[config.mk]
export PLATFORM = sky130hd
export DESIGN_NAME = disk_transfer_sequencer
export DESIGN_NICKNAME = d
export VERILOG_FILES = /design/src/design/dts_pkg.sv /design/src/design/dts_input_stage.sv /design/src/design/dts_sequencer.sv /design/src/design/dts_output_stage.sv /design/src/design/disk_transfer_sequencer.sv
export SDC_FILE = /design/constraint.sdc
export NUM_CORES = 1
export LEC_CHECK = 0
export BUFFER_PORTS_ARGS = -buffer_cell sky130_fd_sc_hd__buf_2
export CORE_ASPECT_RATIO = 0.8
export CORE_MARGIN = 8
export CORE_UTILIZATION = 45
export DETAILED_ROUTE_END_ITERATION = 10
export PLACE_DENSITY_LB_ADDON = 0.25
export SETUP_SLACK_MARGIN = 0.05
export SYNTH_ARGS = -nofsm -noshare
export SYNTH_HDL_FRONTEND = slang
export SYNTH_HIERARCHICAL = 1
export SYNTH_SLANG_ARGS = --single-unit
[constraint.sdc]
create_clock -name clk -period 5.4 [get_ports clk]
set_input_delay 0.54 -clock clk [delete_from_list [all_inputs] [get_ports clk]]
set_output_delay 0.54 -clock clk [all_outputs]
set_load 0.005 [all_outputs]
[src/design/dts_pkg.sv]
// ============================================================================
// dts_pkg: shared types and constants of the disk transfer sequencer
// Holds the disk geometry, the partition table, the event and status codes,
// and the word types that pass between the pipeline stages.
// ============================================================================
package dts_pkg;

    // Disk geometry and transfer sizes. All sizes are powers of two, so the
    // block-to-position split and the sector count are plain bit selects.
    localparam int SECTORS_PER_TRACK   = 16;
    localparam int TRACKS_PER_CYLINDER = 4;
    localparam int RETRY_LIMIT         = 10;
    localparam int SECTOR_BYTES        = 512;

    localparam int SECTOR_SHIFT = $clog2(SECTORS_PER_TRACK);
    localparam int TRACK_SHIFT  = $clog2(TRACKS_PER_CYLINDER);
    localparam int BYTE_SHIFT   = $clog2(SECTOR_BYTES);

    localparam int BLOCK_W    = 16;
    localparam int COUNT_W    = 16;
    localparam int ADDR_W     = 22;
    localparam int PART_W     = 3;
    localparam int CYL_W      = 10;
    localparam int TRACK_W    = 2;
    localparam int SECT_W     = 4;
    localparam int STATUS_W   = 3;
    localparam int ERR_W      = 4;
    localparam int SPAN_W     = BLOCK_W + 1;
    localparam int NSEC_W     = COUNT_W + 1 - BYTE_SHIFT;

    // Input word kinds.
    localparam logic KIND_REQUEST    = 1'b0;
    localparam logic KIND_COMPLETION = 1'b1;

    // Result word kinds.
    localparam logic RESULT_COMMAND = 1'b0;
    localparam logic RESULT_FINISH  = 1'b1;

    // Status codes.
    localparam logic [STATUS_W-1:0] ST_OK          = 3'd0;
    localparam logic [STATUS_W-1:0] ST_BAD_RANGE   = 3'd1;
    localparam logic [STATUS_W-1:0] ST_IO_ERROR    = 3'd2;
    localparam logic [STATUS_W-1:0] ST_BUSY        = 3'd3;
    localparam logic [STATUS_W-1:0] ST_NOT_PRESENT = 3'd4;

    typedef struct packed {
        logic                kind;
        logic [PART_W-1:0]   partition;
        logic [BLOCK_W-1:0]  block_number;
        logic [COUNT_W-1:0]  byte_count;
        logic                read_request;
        logic [ADDR_W-1:0]   buffer_address;
        logic                sector_error;
    } dts_item_t;

    typedef struct packed {
        logic                result_kind;
        logic [CYL_W-1:0]    cylinder;
        logic [TRACK_W-1:0]  track;
        logic [SECT_W-1:0]   sector;
        logic                read_command;
        logic [ADDR_W-1:0]   sector_address;
        logic                retry_flag;
        logic [COUNT_W-1:0]  residual_bytes;
        logic [STATUS_W-1:0] status;
    } dts_result_t;

    // Highest block count (exclusive) allowed within each partition. The two
    // partitions that run to the end of the disk stop at the 16-bit limit.
    function automatic logic [SPAN_W-1:0] part_limit(input logic [PART_W-1:0] p);
        logic [SPAN_W-1:0] lim;
        unique case (p)
            3'd0:    lim = 17'd7168;
            3'd1:    lim = 17'd12480;
            3'd2:    lim = 17'd34688;
            3'd3:    lim = 17'd58368;
            3'd4:    lim = 17'd9856;
            3'd5:    lim = 17'd19648;
            3'd6:    lim = 17'd41856;
            default: lim = 17'd65536;
        endcase
        return lim;
    endfunction

    // First absolute block of each partition.
    function automatic logic [BLOCK_W-1:0] part_offset(input logic [PART_W-1:0] p);
        logic [BLOCK_W-1:0] off;
        unique case (p)
            3'd1, 3'd2, 3'd3: off = 16'd7168;
            default:          off = 16'd0;
        endcase
        return off;
    endfunction

endpackage

[src/design/dts_input_stage.sv]
// ============================================================================
// dts_input_stage: input word register
// Captures one input word and holds it until the sequencer takes it.
// ============================================================================
module dts_input_stage
    import dts_pkg::*;
(
    input  logic      clk,
    input  logic      rst_n,
    input  logic      in_valid,
    output logic      in_stall,
    input  dts_item_t in_item,
    input  logic      advance,
    output logic      item_valid,
    output dts_item_t item
);

    logic      valid_reg;
    logic      valid_next;
    logic      load;
    dts_item_t item_reg;

    // The register can take a new word when it is empty or is handing its
    // word on in this same cycle.
    assign in_stall = valid_reg && !advance;
    assign load     = in_valid && !in_stall;

    always_comb
    begin
        priority if (load)
            valid_next = 1'b1;
        else if (advance)
            valid_next = 1'b0;
        else
            valid_next = valid_reg;
    end

    always_ff @(posedge clk or negedge rst_n)
    begin
        if (!rst_n)
            valid_reg <= 1'b0;
        else
            valid_reg <= valid_next;
    end

    always_ff @(posedge clk)
    begin
        if (load)
            item_reg <= in_item;
    end

    assign item_valid = valid_reg;
    assign item       = item_reg;

endmodule

[src/design/dts_sequencer.sv]
// ============================================================================
// dts_sequencer: transfer state and per-word decision logic
// Holds the active transfer and turns each request or completion into at
// most one sector command or finish word.
// ============================================================================
module dts_sequencer
    import dts_pkg::*;
(
    input  logic        clk,
    input  logic        rst_n,
    input  logic        device_present,
    input  logic        fire,
    input  dts_item_t   item,
    output logic        res_valid,
    output dts_result_t res
);

    logic               active_reg,  active_next;
    logic [BLOCK_W-1:0] block_reg,   block_next;
    logic [COUNT_W-1:0] bytes_reg,   bytes_next;
    logic [ADDR_W-1:0]  addr_reg,    addr_next;
    logic               dir_reg,     dir_next;
    logic [ERR_W-1:0]   err_reg,     err_next;

    logic [SPAN_W-1:0]  cnt_round;
    logic [NSEC_W-1:0]  nsec_raw;
    logic [NSEC_W-1:0]  nsec;
    logic [SPAN_W-1:0]  span;
    logic               range_ok;
    logic [ERR_W:0]     err_inc;

    logic               emit_cmd;
    logic               emit_retry;
    logic               emit_fin;
    logic [STATUS_W-1:0] fin_status;
    logic [COUNT_W-1:0] fin_residual;

    // Sector count of the request, rounded up, and never below one.
    assign cnt_round = {1'b0, item.byte_count} + SPAN_W'(SECTOR_BYTES - 1);
    assign nsec_raw  = cnt_round[SPAN_W-1:BYTE_SHIFT];
    assign nsec      = (nsec_raw == '0) ? NSEC_W'(1) : nsec_raw;
    assign span      = {1'b0, item.block_number} + SPAN_W'(nsec);
    assign range_ok  = span <= part_limit(item.partition);
    assign err_inc   = {1'b0, err_reg} + 5'd1;

    always_comb
    begin
        active_next  = active_reg;
        block_next   = block_reg;
        bytes_next   = bytes_reg;
        addr_next    = addr_reg;
        dir_next     = dir_reg;
        err_next     = err_reg;
        emit_cmd     = 1'b0;
        emit_retry   = 1'b0;
        emit_fin     = 1'b0;
        fin_status   = ST_OK;
        fin_residual = '0;

        if (fire)
        begin
            if (item.kind == KIND_REQUEST)
            begin
                priority if (!device_present)
                begin
                    emit_fin   = 1'b1;
                    fin_status = ST_NOT_PRESENT;
                end
                else if (active_reg)
                begin
                    emit_fin   = 1'b1;
                    fin_status = ST_BUSY;
                end
                else if (!range_ok)
                begin
                    emit_fin   = 1'b1;
                    fin_status = ST_BAD_RANGE;
                end
                else
                begin
                    active_next = 1'b1;
                    block_next  = item.block_number + part_offset(item.partition);
                    bytes_next  = item.byte_count;
                    addr_next   = item.buffer_address;
                    dir_next    = item.read_request;
                    err_next    = '0;
                    emit_cmd    = 1'b1;
                end
            end
            else if (active_reg && device_present)
            begin
                priority if (item.sector_error)
                begin
                    if (err_inc <= (ERR_W + 1)'(RETRY_LIMIT))
                    begin
                        err_next   = err_inc[ERR_W-1:0];
                        emit_cmd   = 1'b1;
                        emit_retry = 1'b1;
                    end
                    else
                    begin
                        active_next  = 1'b0;
                        err_next     = '0;
                        emit_fin     = 1'b1;
                        fin_status   = ST_IO_ERROR;
                        fin_residual = bytes_reg;
                    end
                end
                else if (bytes_reg > COUNT_W'(SECTOR_BYTES))
                begin
                    bytes_next = bytes_reg - COUNT_W'(SECTOR_BYTES);
                    addr_next  = addr_reg + ADDR_W'(SECTOR_BYTES);
                    block_next = block_reg + BLOCK_W'(1);
                    emit_cmd   = 1'b1;
                end
                else
                begin
                    bytes_next  = '0;
                    active_next = 1'b0;
                    err_next    = '0;
                    emit_fin    = 1'b1;
                end
            end
        end
    end

    // A command always describes the transfer state as it stands afterwards.
    always_comb
    begin
        res = '0;
        if (emit_fin)
        begin
            res.result_kind    = RESULT_FINISH;
            res.residual_bytes = fin_residual;
            res.status         = fin_status;
        end
        else
        begin
            res.result_kind    = RESULT_COMMAND;
            res.cylinder       = CYL_W'(block_next >> (SECTOR_SHIFT + TRACK_SHIFT));
            res.track          = TRACK_W'(block_next >> SECTOR_SHIFT);
            res.sector         = SECT_W'(block_next);
            res.read_command   = dir_next;
            res.sector_address = addr_next;
            res.retry_flag     = emit_retry;
            res.residual_bytes = bytes_next;
            res.status         = ST_OK;
        end
    end

    assign res_valid = emit_cmd || emit_fin;

    always_ff @(posedge clk or negedge rst_n)
    begin
        if (!rst_n)
        begin
            active_reg <= 1'b0;
            block_reg  <= '0;
            bytes_reg  <= '0;
            addr_reg   <= '0;
            dir_reg    <= 1'b0;
            err_reg    <= '0;
        end
        else
        begin
            active_reg <= active_next;
            block_reg  <= block_next;
            bytes_reg  <= bytes_next;
            addr_reg   <= addr_next;
            dir_reg    <= dir_next;
            err_reg    <= err_next;
        end
    end

    // The retry counter never runs past its limit.
    assert property (@(posedge clk) disable iff (!rst_n)
        err_reg <= ERR_W'(RETRY_LIMIT))
        else $error("retry counter beyond limit");

    // Without an active transfer there is no pending error count.
    assert property (@(posedge clk) disable iff (!rst_n)
        !active_reg |-> err_reg == '0)
        else $error("error count kept while idle");

    // A successful or failed finish ends the transfer.
    assert property (@(posedge clk) disable iff (!rst_n)
        emit_fin && (fin_status == ST_OK || fin_status == ST_IO_ERROR)
        |=> !active_reg)
        else $error("transfer still active after finish");

    // A completion with no controller attached leaves the transfer alone.
    assert property (@(posedge clk) disable iff (!rst_n)
        fire && item.kind == KIND_COMPLETION && !device_present
        |=> $stable(active_reg) && $stable(block_reg) && $stable(err_reg))
        else $error("stray completion changed the transfer");

endmodule

[src/design/dts_output_stage.sv]
// ============================================================================
// dts_output_stage: result word register
// Holds one result word until the receiver takes it.
// ============================================================================
module dts_output_stage
    import dts_pkg::*;
(
    input  logic        clk,
    input  logic        rst_n,
    input  logic        load,
    input  dts_result_t res,
    output logic        free,
    output logic        out_valid,
    input  logic        out_stall,
    output dts_result_t out_res
);

    logic        valid_reg;
    logic        valid_next;
    dts_result_t res_reg;

    // Empty, or emptied at this edge by the receiver.
    assign free = !valid_reg || !out_stall;

    always_comb
    begin
        priority if (load)
            valid_next = 1'b1;
        else if (free)
            valid_next = 1'b0;
        else
            valid_next = valid_reg;
    end

    always_ff @(posedge clk or negedge rst_n)
    begin
        if (!rst_n)
            valid_reg <= 1'b0;
        else
            valid_reg <= valid_next;
    end

    always_ff @(posedge clk)
    begin
        if (load)
            res_reg <= res;
    end

    assign out_valid = valid_reg;
    assign out_res   = res_reg;

endmodule

[src/design/disk_transfer_sequencer.sv]
// ============================================================================
// disk_transfer_sequencer: multi-sector disk transfer sequencer
// Validates transfer requests against the partition table and issues one
// cylinder/track/sector command per sector, with retry on sector errors.
// ============================================================================
// Usage:
// Input words arrive on in_valid/in_stall. A word with kind 0 is a transfer
// request (partition, block_number, byte_count, read_request,
// buffer_address); a word with kind 1 reports completion of the last
// commanded sector, with sector_error set on failure.
// Each input word gives at most one result word on out_valid/out_stall:
// either a sector command (result_kind 0) or a finish word (result_kind 1)
// carrying the status and residual byte count. A completion arriving with no
// transfer active, or with no controller attached, gives no result.
// An accepted word is held first in the input register; its result is then
// held in the result register, from which it drives the outputs.
// Throughput is one word per cycle; the decision logic between the two
// registers is one pass of adds, compares and a table lookup, and the
// transfer state it updates is ready for the next word in the next cycle.
// The single configuration register, device_present, is written through
// config_write/config_data and should only change while the block is idle.
// Reset clears the transfer state, the register and both pipeline stages.
// When the receiver stalls, the result word holds; the input register then
// fills and in_stall rises, so at most two words are held inside the block.
// ============================================================================
module disk_transfer_sequencer
    import dts_pkg::*;
(
    input  logic                 clk,
    input  logic                 rst_n,

    input  logic                 config_write,
    input  logic                 config_data,

    input  logic                 in_valid,
    output logic                 in_stall,
    input  logic                 kind,
    input  logic [PART_W-1:0]    partition,
    input  logic [BLOCK_W-1:0]   block_number,
    input  logic [COUNT_W-1:0]   byte_count,
    input  logic                 read_request,
    input  logic [ADDR_W-1:0]    buffer_address,
    input  logic                 sector_error,

    output logic                 out_valid,
    input  logic                 out_stall,
    output logic                 result_kind,
    output logic [CYL_W-1:0]     cylinder,
    output logic [TRACK_W-1:0]   track,
    output logic [SECT_W-1:0]    sector,
    output logic                 read_command,
    output logic [ADDR_W-1:0]    sector_address,
    output logic                 retry_flag,
    output logic [COUNT_W-1:0]   residual_bytes,
    output logic [STATUS_W-1:0]  status
);

    logic        present_reg;
    logic        present_next;

    dts_item_t   in_item;
    dts_item_t   item;
    logic        item_valid;
    logic        out_free;
    logic        fire;
    logic        res_valid;
    dts_result_t res;
    dts_result_t out_res;

    // Configuration register.
    assign present_next = config_write ? config_data : present_reg;

    always_ff @(posedge clk or negedge rst_n)
    begin
        if (!rst_n)
            present_reg <= 1'b0;
        else
            present_reg <= present_next;
    end

    assign in_item.kind           = kind;
    assign in_item.partition      = partition;
    assign in_item.block_number   = block_number;
    assign in_item.byte_count     = byte_count;
    assign in_item.read_request   = read_request;
    assign in_item.buffer_address = buffer_address;
    assign in_item.sector_error   = sector_error;

    // A held word is processed whenever the result register can take its
    // result. Words that give no result also wait for that, which keeps the
    // handshake simple and costs nothing in the sustained rate.
    assign fire = item_valid && out_free;

    dts_input_stage u_input (
        .clk        (clk),
        .rst_n      (rst_n),
        .in_valid   (in_valid),
        .in_stall   (in_stall),
        .in_item    (in_item),
        .advance    (out_free),
        .item_valid (item_valid),
        .item       (item)
    );

    dts_sequencer u_seq (
        .clk            (clk),
        .rst_n          (rst_n),
        .device_present (present_reg),
        .fire           (fire),
        .item           (item),
        .res_valid      (res_valid),
        .res            (res)
    );

    dts_output_stage u_output (
        .clk       (clk),
        .rst_n     (rst_n),
        .load      (res_valid),
        .res       (res),
        .free      (out_free),
        .out_valid (out_valid),
        .out_stall (out_stall),
        .out_res   (out_res)
    );

    assign result_kind    = out_res.result_kind;
    assign cylinder       = out_res.cylinder;
    assign track          = out_res.track;
    assign sector         = out_res.sector;
    assign read_command   = out_res.read_command;
    assign sector_address = out_res.sector_address;
    assign retry_flag     = out_res.retry_flag;
    assign residual_bytes = out_res.residual_bytes;
    assign status         = out_res.status;

endmodule
* Word-level counts from Yosys, hierarchy flattened
Index checks and enable logic that the tools add are counted.
** Word-level totals
- Register bits after elaboration :: 183
- Input port bits :: 66
- Output and inout port bits :: 62
- Word-level logic and storage cells :: 158
** Cells by class
- Add/subtract/negate cells :: 7
- $lt $le $gt $ge :: 3
- Equal/unequal tests :: 10
- Multiplexer cells :: 88
- Bitwise gates (word level) :: 4
- Reduce and logical (&&, ||, !) cells :: 21
** Operators with widths (number)
- two-way mux 16 bit :: 26
- two-way mux 22 bit :: 8
- case mux 17 bit (7 select lines) :: 1
- two-way mux 1 bit :: 35
- two-way mux 4 bit :: 8
- adder 22 x 10 -> 22 bit (second input constant) :: 1
- two-way mux 19 bit :: 1
- two-way mux 3 bit :: 6
- adder 16 x 8 -> 17 bit :: 1
- adder 16 x 9 -> 17 bit (second input constant) :: 1
- less-or-equal comparator 17 bit :: 1
- adder 16 x 1 -> 16 bit (second input constant) :: 1
- adder 16 bit :: 1
- greater-than comparator 16 x 10 -> 1 bit (second input constant) :: 1
- subtractor 16 x 10 -> 16 bit (second input constant) :: 1
- two-way mux 13 bit :: 1
- equality test 3 bit (second input constant) :: 3
- logical NOT 8 bit :: 1
- two-way mux 8 bit :: 1
- nonzero test 2 bit :: 4
- equality test 3 x 2 -> 1 bit (second input constant) :: 2
- != test 3 bit (second input constant) :: 2
- AND reduction 6 bit :: 1
- adder 4 x 1 -> 5 bit (second input constant) :: 1
- 14 further kinds :: 24

* Logic depth before layout (Yosys ltp)
Gate-level depths: netlist of run 1.
- Depth after elaboration :: 16
- Depth in mapped cells :: 24
- Gate-level depth less buffers :: 22

* By module
Netlist of run 1, hierarchy kept.
** By module, submodules not included
- dts_sequencer :: times used 1, cells an instance 584, area each 5024.8 µm², seq. area each 1501.4 µm²
- dts_input_stage :: times used 1, cells an instance 65, area each 1859.3 µm², seq. area each 1826.8 µm²
- dts_output_stage :: times used 1, cells an instance 63, area each 1838.0 µm², seq. area each 1826.8 µm²
- disk_transfer_sequencer :: times used 1, cells an instance 3, area each 46.3 µm², seq. area each 25.0 µm²

* Worst setup path after synthesis of run 1
Ideal clock, no wire load.
- Path kind :: reg2reg
- Start point :: register u_input.item_reg, in the netlist u_input/item[25]
- End point :: register u_output.res_reg, in the netlist u_output/out_res[22], data pin
- Arrival time :: 4.787 ns
- Required time :: 5.145 ns
- Setup slack :: 0.358 ns
- Stages on the path, launching flop included :: 22
- Cell sequence :: edfxtp_1 > nor4_1 > a31oi_1 > xor2_1 > ha_1 > a211oi_2 > o21ai_1 > a21o_1 > a21o_1 > a21oi_1 > nor2_1 > xor2_1 > ha_1 > and4_1 > nor4bb_1 > o211ai_1 > nor4_1 > or2_1 > buf_2 > buf_4 > mux2_2 > and2_1
** Between the ends
- Longest elaborated chain between the ends :: 10
- Elaborated cells between the ends (all ways) :: 15
** RTL lines
- start: declaration :: RTL line dts_input_stage.sv:21 : dts_item_t item_reg;
- start signal: assignment :: RTL line dts_input_stage.sv:49 : item_reg <= in_item;
- adder 16 x 9 -> 17 bit (*) :: RTL line dts_sequencer.sv:39 : assign cnt_round = {1'b0, item.byte_count} + SPAN_W'(SECTOR_BYTES - 1);
- logical NOT 8 bit :: RTL line dts_sequencer.sv:41 : assign nsec = (nsec_raw == '0) ? NSEC_W'(1) : nsec_raw;
- two-way mux 8 bit (*) :: RTL line dts_sequencer.sv:41
- adder 16 x 8 -> 17 bit (*) :: RTL line dts_sequencer.sv:42 : assign span = {1'b0, item.block_number} + SPAN_W'(nsec);
- less-or-equal comparator 17 bit (*) :: RTL line dts_sequencer.sv:43 : assign range_ok = span <= part_limit(item.partition);
- two-way mux 22 bit (*) :: RTL line dts_sequencer.sv:74 : else if (!range_ok)
- two-way mux 22 bit (*) :: RTL line dts_sequencer.sv:69 : else if (active_reg)
- two-way mux 22 bit (*) :: RTL line dts_sequencer.sv:64 : priority if (!device_present)
- two-way mux 22 bit (*) :: RTL line dts_sequencer.sv:62 : if (item.kind == KIND_REQUEST)
- two-way mux 22 bit (*) :: RTL line dts_sequencer.sv:60 : if (fire)
- via u_seq.addr_next[2] :: RTL line dts_sequencer.sv:21 : logic [ADDR_W-1:0] addr_reg, addr_next;
- end signal: assignment :: RTL line dts_output_stage.sv:46 : res_reg <= res;
- end: declaration :: RTL line dts_output_stage.sv:20 : dts_result_t res_reg;
The timed path passes the listed nets; every way through them passes the cells marked *.
A chain may end at the register's enable or synchronous reset.

* Final worst setup path of run 1
- Start point :: register u_input.item_reg, in the netlist u_input/item[31]
- End point :: register u_output.res_reg, in the netlist u_output/out_res[42], data pin
** Between the ends
- Longest elaborated chain between the ends :: 10
- Elaborated cells between the ends (all ways) :: 15
** RTL lines
- adder 16 x 9 -> 17 bit (*) :: RTL line dts_sequencer.sv:39
- logical NOT 8 bit :: RTL line dts_sequencer.sv:41
- two-way mux 8 bit (*) :: RTL line dts_sequencer.sv:41
- adder 16 x 8 -> 17 bit (*) :: RTL line dts_sequencer.sv:42
- less-or-equal comparator 17 bit (*) :: RTL line dts_sequencer.sv:43
- two-way mux 1 bit (*) :: RTL line dts_sequencer.sv:74
- two-way mux 1 bit (*) :: RTL line dts_sequencer.sv:69
- two-way mux 1 bit (*) :: RTL line dts_sequencer.sv:64
- two-way mux 1 bit (*) :: RTL line dts_sequencer.sv:62
- two-way mux 1 bit (*) :: RTL line dts_sequencer.sv:60
- via u_seq.dir_next :: RTL line dts_sequencer.sv:22 : logic dir_reg, dir_next;
Marked as above.

==> results of run 1 <==
==> cell families after synthesis <==
kind of cell / count (synthesis) / share of synthesized area
compound gates: 170 / 0.148
xor+xnor: 33 / 0.0330
fa+ha+maj: 29 / 0.0431
buf+inv: 51 / 0.0254
flops: 183 / 0.591
mux: 15 / 0.0193
simple gates: 234 / 0.141
==> layout by cell type, fill, tap and decap left out, types with 18 or more instances in the layout <==
cell type	n
nor2_1	40
and2_1	32
inv_1	19
edfxtp_1	120
buf_2	127
clkbuf_16	18
ha_1	26
xnor2_1	22
o21ai_0	24
a221o_1	23
a21oi_1	25
a22o_1	23
nand3_1	26
nand2_1	52
dfrtp_1	63
buf_4	22
==> what timing repair did <==
item | CTS | global route
cloned | 0 | 2
gates resized for setup | 5 | 24
setup endpoints to repair | 58 | 106
pin swaps | 1 | 8
buffers inserted | 1 | 5
hold endpoints to repair | 0 | 0
==> critical path: stages, from the launching register on <==
cell,delay (ns)
edfxtp_1,0.46
nor4_4,0.39
a31oi_4,0.17
xor2_2,0.21
buf_4,0.15
fa_2,0.37
nand3_1,0.10
a21boi_0,0.09
o21ai_1,0.18
a21boi_0,0.11
o21a_2,0.26
o211ai_1,0.20
xnor2_1,0.15
ha_1,0.27
a211oi_1,0.23
nor2_1,0.09
o31a_1,0.36
nor3_2,0.30
or2_4,0.19
buf_12,0.16
mux2_2,0.35
and2_1,0.16
==> stage by stage <==
| step | total power, uW | instances | setup TNS (ns) | area (um2) |
|---|---|---|---|---|
| global placement | 3240 | 1090 | -0.0716 | 9790 |
| detailed placement | 3270 | 1090 | -2.19 | 9790 |
| finish | 4530 | 1130 | 0 | 10600 |
| global route | 4770 | 1130 | -0.611 | 10600 |
| floorplan | 2860 | 715 | 0 | 8770 |
| CTS | 4530 | 1123 | 0 | 10400 |
==> power breakdown <==
group | switching [uW] | leakage (uW) | internal, uW | total, uW
registers | 252 | 0.00197 | 1880 | 2140
clock network | 558 | 0.000282 | 695 | 1250
logic | 617 | 0.00208 | 520 | 1140
==> cell type report <==
type	instances	area (um2)
fill	1635	8440
sequential	183	5180
multi-input combinational	482	3520
timing repair buffer	154	897
clock buffer	18	429
tap	258	323
clock inverter	14	163
inverter	21	78.8
==> routing by layer <==
layer | GRT usage | part of all wire | up-vias
li1 | - | - | 3005
met1 | 0.257 | 0.47 | 3096
met2 | 0.258 | 0.44 | 262
met3 | 0.0402 | 0.079 | 22
met4 | 0.0485 | 0.013 | 0
met5 | 0 | 0 | -
==> path summary, 6_finish.rpt <==
kind | start | to | cells after the start
max | u_input/item[31] | u_output/out_res[42] | 21
min | byte_count[6] | u_input/item[30] | 1
max reg2reg | u_input/item[31] | u_output/out_res[42] | 21
min reg2reg | u_seq/addr_reg[1] | u_seq/addr_reg[1] | 1
max in group asynchronous | rst_n | u_seq/bytes_reg[0] | 2
min in group asynchronous | rst_n | u_seq/addr_reg[20] | 2
==> flow_metrics.py, run 1 <==
metrics = {
    "status": {
        "outcome": "finished, final reports clean",
    },
    "place": {
        "gp_congestion": 0.864,
        "pre_cts_ws_ns": -0.126,
        "dpl.hpwl_um": 14900,
        "io_buffers": 127,
    },
    "finish": {
        "nets": 954,
        "num_antenna_cells": 0,
        "area_growth_pct": 20.8,
        "drive_gt1_frac": 0.274,
        "post-route-util": 0.557,
    },
    "global_route": {
        "grt_pass1_vias": 6147,
        "grt_max_degree": 64,
        "grt_pass1_wl_um": 33100,
        "track_usage": 0.176,
        "overflow": 0,
        "antenna_found_initial": 0,
    },
    "timing": {
        "holdWs_ns": 0.282,
        "fin_skew_ns": 0.0110,
        "setup_viol": 0,
        "hold_viol_final": 0,
        "tightest_slew_ns": 1.20,
        "period_share": 0.964,
        "period_minus_slack_ns": 5.21,
        "drv_slew": 0,
        "slew_headroom": 0.196,
        "max_freq_ghz": 0.192,
        "timing.final.ws_setup_ns": 0.192,
    },
    "synth": {
        "synth_top_area_frac": 0.411,
        "netlist_area_um2": 8770,
        "synth-seq-cells": 183,
        "synth_top_area_cell": "edfxtp_1",
        "synthesis.nets": 810,
        "synth_cell_types": 74,
        "synth_area_leaders": "edfxtp_1 41%, dfrtp_1 18%, ha_1 3.9%, a221o_1 2.6%, a22o_1 2.3%",
        "ys_seq_area_frac": 0.591,
        "synth.avg_cell_area_um2": 12.3,
        "yosysWarningCount": 6,
        "postSynthCellCount": 715,
        "synth_ff_type": "edfxtp_1",
        "synth_common_cells": "120 x edfxtp_1, 63 x dfrtp_1, 52 x nand2_1",
        "synth-async-reset-ratio": 0.344,
        "yosysMostFrequentCell": "edfxtp_1",
        "synth_edf_count": 120,
    },
    "clock_tree": {
        "hold_buffers": 0,
        "clk_pin_slew_ns": 0.07,
        "clock_sinks": 183,
        "worst_skew_pair.late_latency_ns": 0.43,
        "clockBufferDepth": 2,
        "cts_root_buf": "clkbuf_16",
        "cts_tree": "yes",
        "cts_buffers": 17,
        "htreeDepth": 4,
    },
    "route": {
        "drt-total-wl_um": 21600,
        "drc": 0,
        "vias": 6385,
        "wl_per_cell_um": 19.1,
        "via_per_inst": 5.65,
        "ant_nets": 0,
        "dr.pass1.iters": 5,
        "drt_iter0_drc": 646,
    },
    "floorplanning": {
        "ioPinCount": 128,
        "fp.dieArea_um2": 24200,
        "initial_utilization": 0.461,
        "die_h_um": 141,
        "core_area_um2": 19000,
        "placementRows": 45,
        "die_w_um": 172,
    },
    "critical_path": {
        "crit_type": "register to register",
        "required_ns": 5.58,
        "start_kind": "register",
        "cp.arrival_ns": 5.39,
        "critPathCaptureType": "register",
        "reg2reg_slack_ns": 0.19,
        "crit_fanout": 16,
    },
    "power_and_ir_drop": {
        "powerDensity_nw_per_um2": 427,
        "leakage_uw": 0.00432,
        "ir_worst_vdd_mv": 0.193,
    },
    "hold_path": {
        "hold_class": "primary input to register",
    },
    "run": {
        "maxCapViolations": 0,
    },
}
(Power assumes the default switching activity.)
==> run 2: changes to the inputs <==
Settings changed: ABC_AREA from default to 1.
==> flow_metrics.py, run 2 <==
metrics = {
    "status": {
        "outcome": "finished, final reports clean",
    },
    "finish": {
        "nets": 1324,
        "area_growth_pct": 27.1,
        "final_common_cell": "nand2_1",
        "final_cells": 1511,
        "post-route-util": 0.585,
        "drive_gt1_frac": 0.280,
        "num_antenna_cells": 0,
        "layout.cells.most_common_list": "271 x nand2_1, 127 x buf_2, 126 x inv_1, 120 x edfxtp_1, 78 x nor2_1",
    },
    "clock_tree": {
        "cts_root_buf": "clkbuf_16",
        "clk_pin_slew_ns": 0.07,
        "cts_tree": "yes",
        "hold_buffers": 0,
        "worst_skew_pair.late_latency_ns": 0.44,
        "clock_sinks": 183,
        "cts_buffers": 17,
        "htreeDepth": 4,
        "clockBufferDepth": 2,
    },
    "global_route": {
        "track_usage": 0.188,
        "antenna_found_initial": 0,
        "grt_use_met1": 0.265,
        "gr-usage-met2": 0.287,
        "grt_pass1_vias": 7494,
        "overflow": 0,
        "grt_max_degree": 64,
        "grt_pass1_wl_um": 38700,
        "use_met3": 0.0441,
        "grt_busiest_layer": "met2",
    },
    "timing": {
        "slew_headroom": 0.392,
        "fin_skew_ns": 0.00889,
        "drv_slew": 0,
        "timing.final.ws_setup_ns": 0.180,
        "holdWs_ns": 0.272,
        "tightest_slew_ns": 0.912,
        "period_minus_slack_ns": 5.22,
        "period_share": 0.967,
        "hold_viol_final": 0,
        "rsz0062_at_grt": "yes",
        "max_freq_ghz": 0.192,
        "setup_viol": 0,
    },
    "synth": {
        "synth_edf_count": 120,
        "synthesis.nets": 1153,
        "synth_top_area_cell": "edfxtp_1",
        "ys_seq_area_frac": 0.544,
        "synth_ff_type": "edfxtp_1",
        "netlist_area_um2": 9520,
        "synth_area_leaders": "edfxtp_1 38%, dfrtp_1 17%, nand2_1 12%, inv_1 5.2%, nor2_1 3.9%",
        "synth-seq-cells": 183,
        "synth_common_cells": "306 x nand2_1, 131 x inv_1, 120 x edfxtp_1",
        "synth_cell_types": 49,
        "synth.avg_cell_area_um2": 9.00,
        "synth_top_area_frac": 0.378,
        "yosysMostFrequentCell": "nand2_1",
        "yosysWarningCount": 6,
        "postSynthCellCount": 1058,
        "synth-async-reset-ratio": 0.344,
    },
    "floorplanning": {
        "ioPinCount": 128,
        "core_area_um2": 20700,
        "placementRows": 47,
        "die_h_um": 146,
        "initial_utilization": 0.460,
        "die_w_um": 179,
        "fp.dieArea_um2": 26100,
    },
    "route": {
        "via_per_inst": 5.21,
        "ant_nets": 0,
        "wl_per_cell_um": 17.4,
        "vias": 7870,
        "dr.pass1.iters": 5,
        "drt_iter0_drc": 608,
        "drt-total-wl_um": 26300,
        "drc": 0,
    },
    "place": {
        "gp_congestion": 0.883,
        "pre_cts_ws_ns": 0.0160,
        "dpl.hpwl_um": 17200,
        "io_buffers": 127,
        "dp_cells": 1444,
    },
    "critical_path": {
        "cp.arrival_ns": 5.37,
        "crit_type": "register to register",
        "start_kind": "register",
        "required_ns": 5.55,
        "critPathCaptureType": "register",
        "slowest_stage": "edfxtp_1",
        "crit_fanout": 8,
        "cpPeakStageDelay_ns": 0.36,
    },
    "power_and_ir_drop": {
        "ir_worst_vdd_mv": 0.229,
        "leakage_uw": 0.00552,
        "powerDensity_nw_per_um2": 416,
        "total_power_uw": 5040,
    },
    "run": {
        "maxCapViolations": 0,
    },
    "hold_path": {
        "hold_class": "primary input to register",
    },
}
-- run 2: changes by cell type in the layout (fill, tap and decap cells not counted), sizes merged, moves of 23 or more --
cell / before / now
nand2: 52 / 316
inv: 26 / 138
nor2: 42 / 101
nand3: 26 / 67
and2: 34 / 0
a21oi: 27 / 53
a221o: 23 / 0
a22o: 23 / 0
-- run 2: area by class of cell --
| class | instances | area [um2] |
|---|---|---|
| clock buffers | 21 | 460 |
| clock inverters | 11 | 140 |
| fillers | 1784 | 8600 |
| inverters | 137 | 543 |
| multi-input cells | 714 | 4150 |
| flip-flops and latches | 183 | 5180 |
| well taps | 269 | 337 |
| repair buffers | 176 | 1290 |
-- run 2: worst max-delay path: cells and delay by family (launching register included) --
kind / cells / cell delay, ns
AO/OA/AOI/OAI: 6 / 0.90
flip-flops: 1 / 0.36
AND/OR/NAND/NOR: 18 / 2.13
adder cells (fa/ha/maj): 3 / 0.75
buffers and inverters: 4 / 0.60
XOR/XNOR: 1 / 0.16
-- run 2: kinds of logic after synthesis --
| kind of cell | share of synthesized area |
|---|---|
| AO/OA/AOI/OAI | 0.0769 |
| AND/OR/NAND/NOR | 0.243 |
| buffers and inverters | 0.0732 |
| flip-flops | 0.544 |
| adder cells (fa/ha/maj) | 0.0397 |
| XOR/XNOR | 0.0230 |
-- run 2: timing repair --
| item | in CTS | in global routing |
|---|---|---|
| gates cloned | 0 | 13 |
| setup endpoints to repair | 80 | 177 |
| gates resized for setup | 3 | 148 |
| buffers inserted | 1 | 21 |
| pin swaps | 2 | 52 |
-- run 2: power by group --
| part | leakage [uW] | internal (uW) | switching (uW) |
|---|---|---|---|
| combinational | 0.00332 | 652 | 976 |
| clock | 0.000296 | 718 | 554 |
| sequential | 0.00191 | 1890 | 252 |
-- run 2: worst paths after layout --
kind                                   start                    to  slack, ns  depth (start not counted)
setup / recovery            u_input/item[26]  u_output/out_res[33]       0.18                         32
hold / removal               block_number[9]      u_input/item[49]       0.27                          1
setup reg to reg            u_input/item[26]  u_output/out_res[33]       0.18                         32
hold reg to reg            u_seq/addr_reg[6]     u_seq/addr_reg[6]       0.48                          2
max in group asynchronous              rst_n   u_seq/block_reg[12]       4.49                          2
min in group asynchronous              rst_n    u_seq/bytes_reg[6]       0.31                          2
-- run 2: metrics by stage --
step / setup TNS, ns / cell area [um2]
finish: 0 / 12100
floorplan: -11.56 / 9570
CTS: 0 / 11200
global route: -19.65 / 12100
global placement: 0 / 10500
detailed placement: 0 / 10500
-- run 2: routing by layer --
metal	vias to the layer above	part of all wire
li1	3827	-
met1	3709	0.46
met2	311	0.45
met3	23	0.081
met4	0	0.0078
met5	-	0
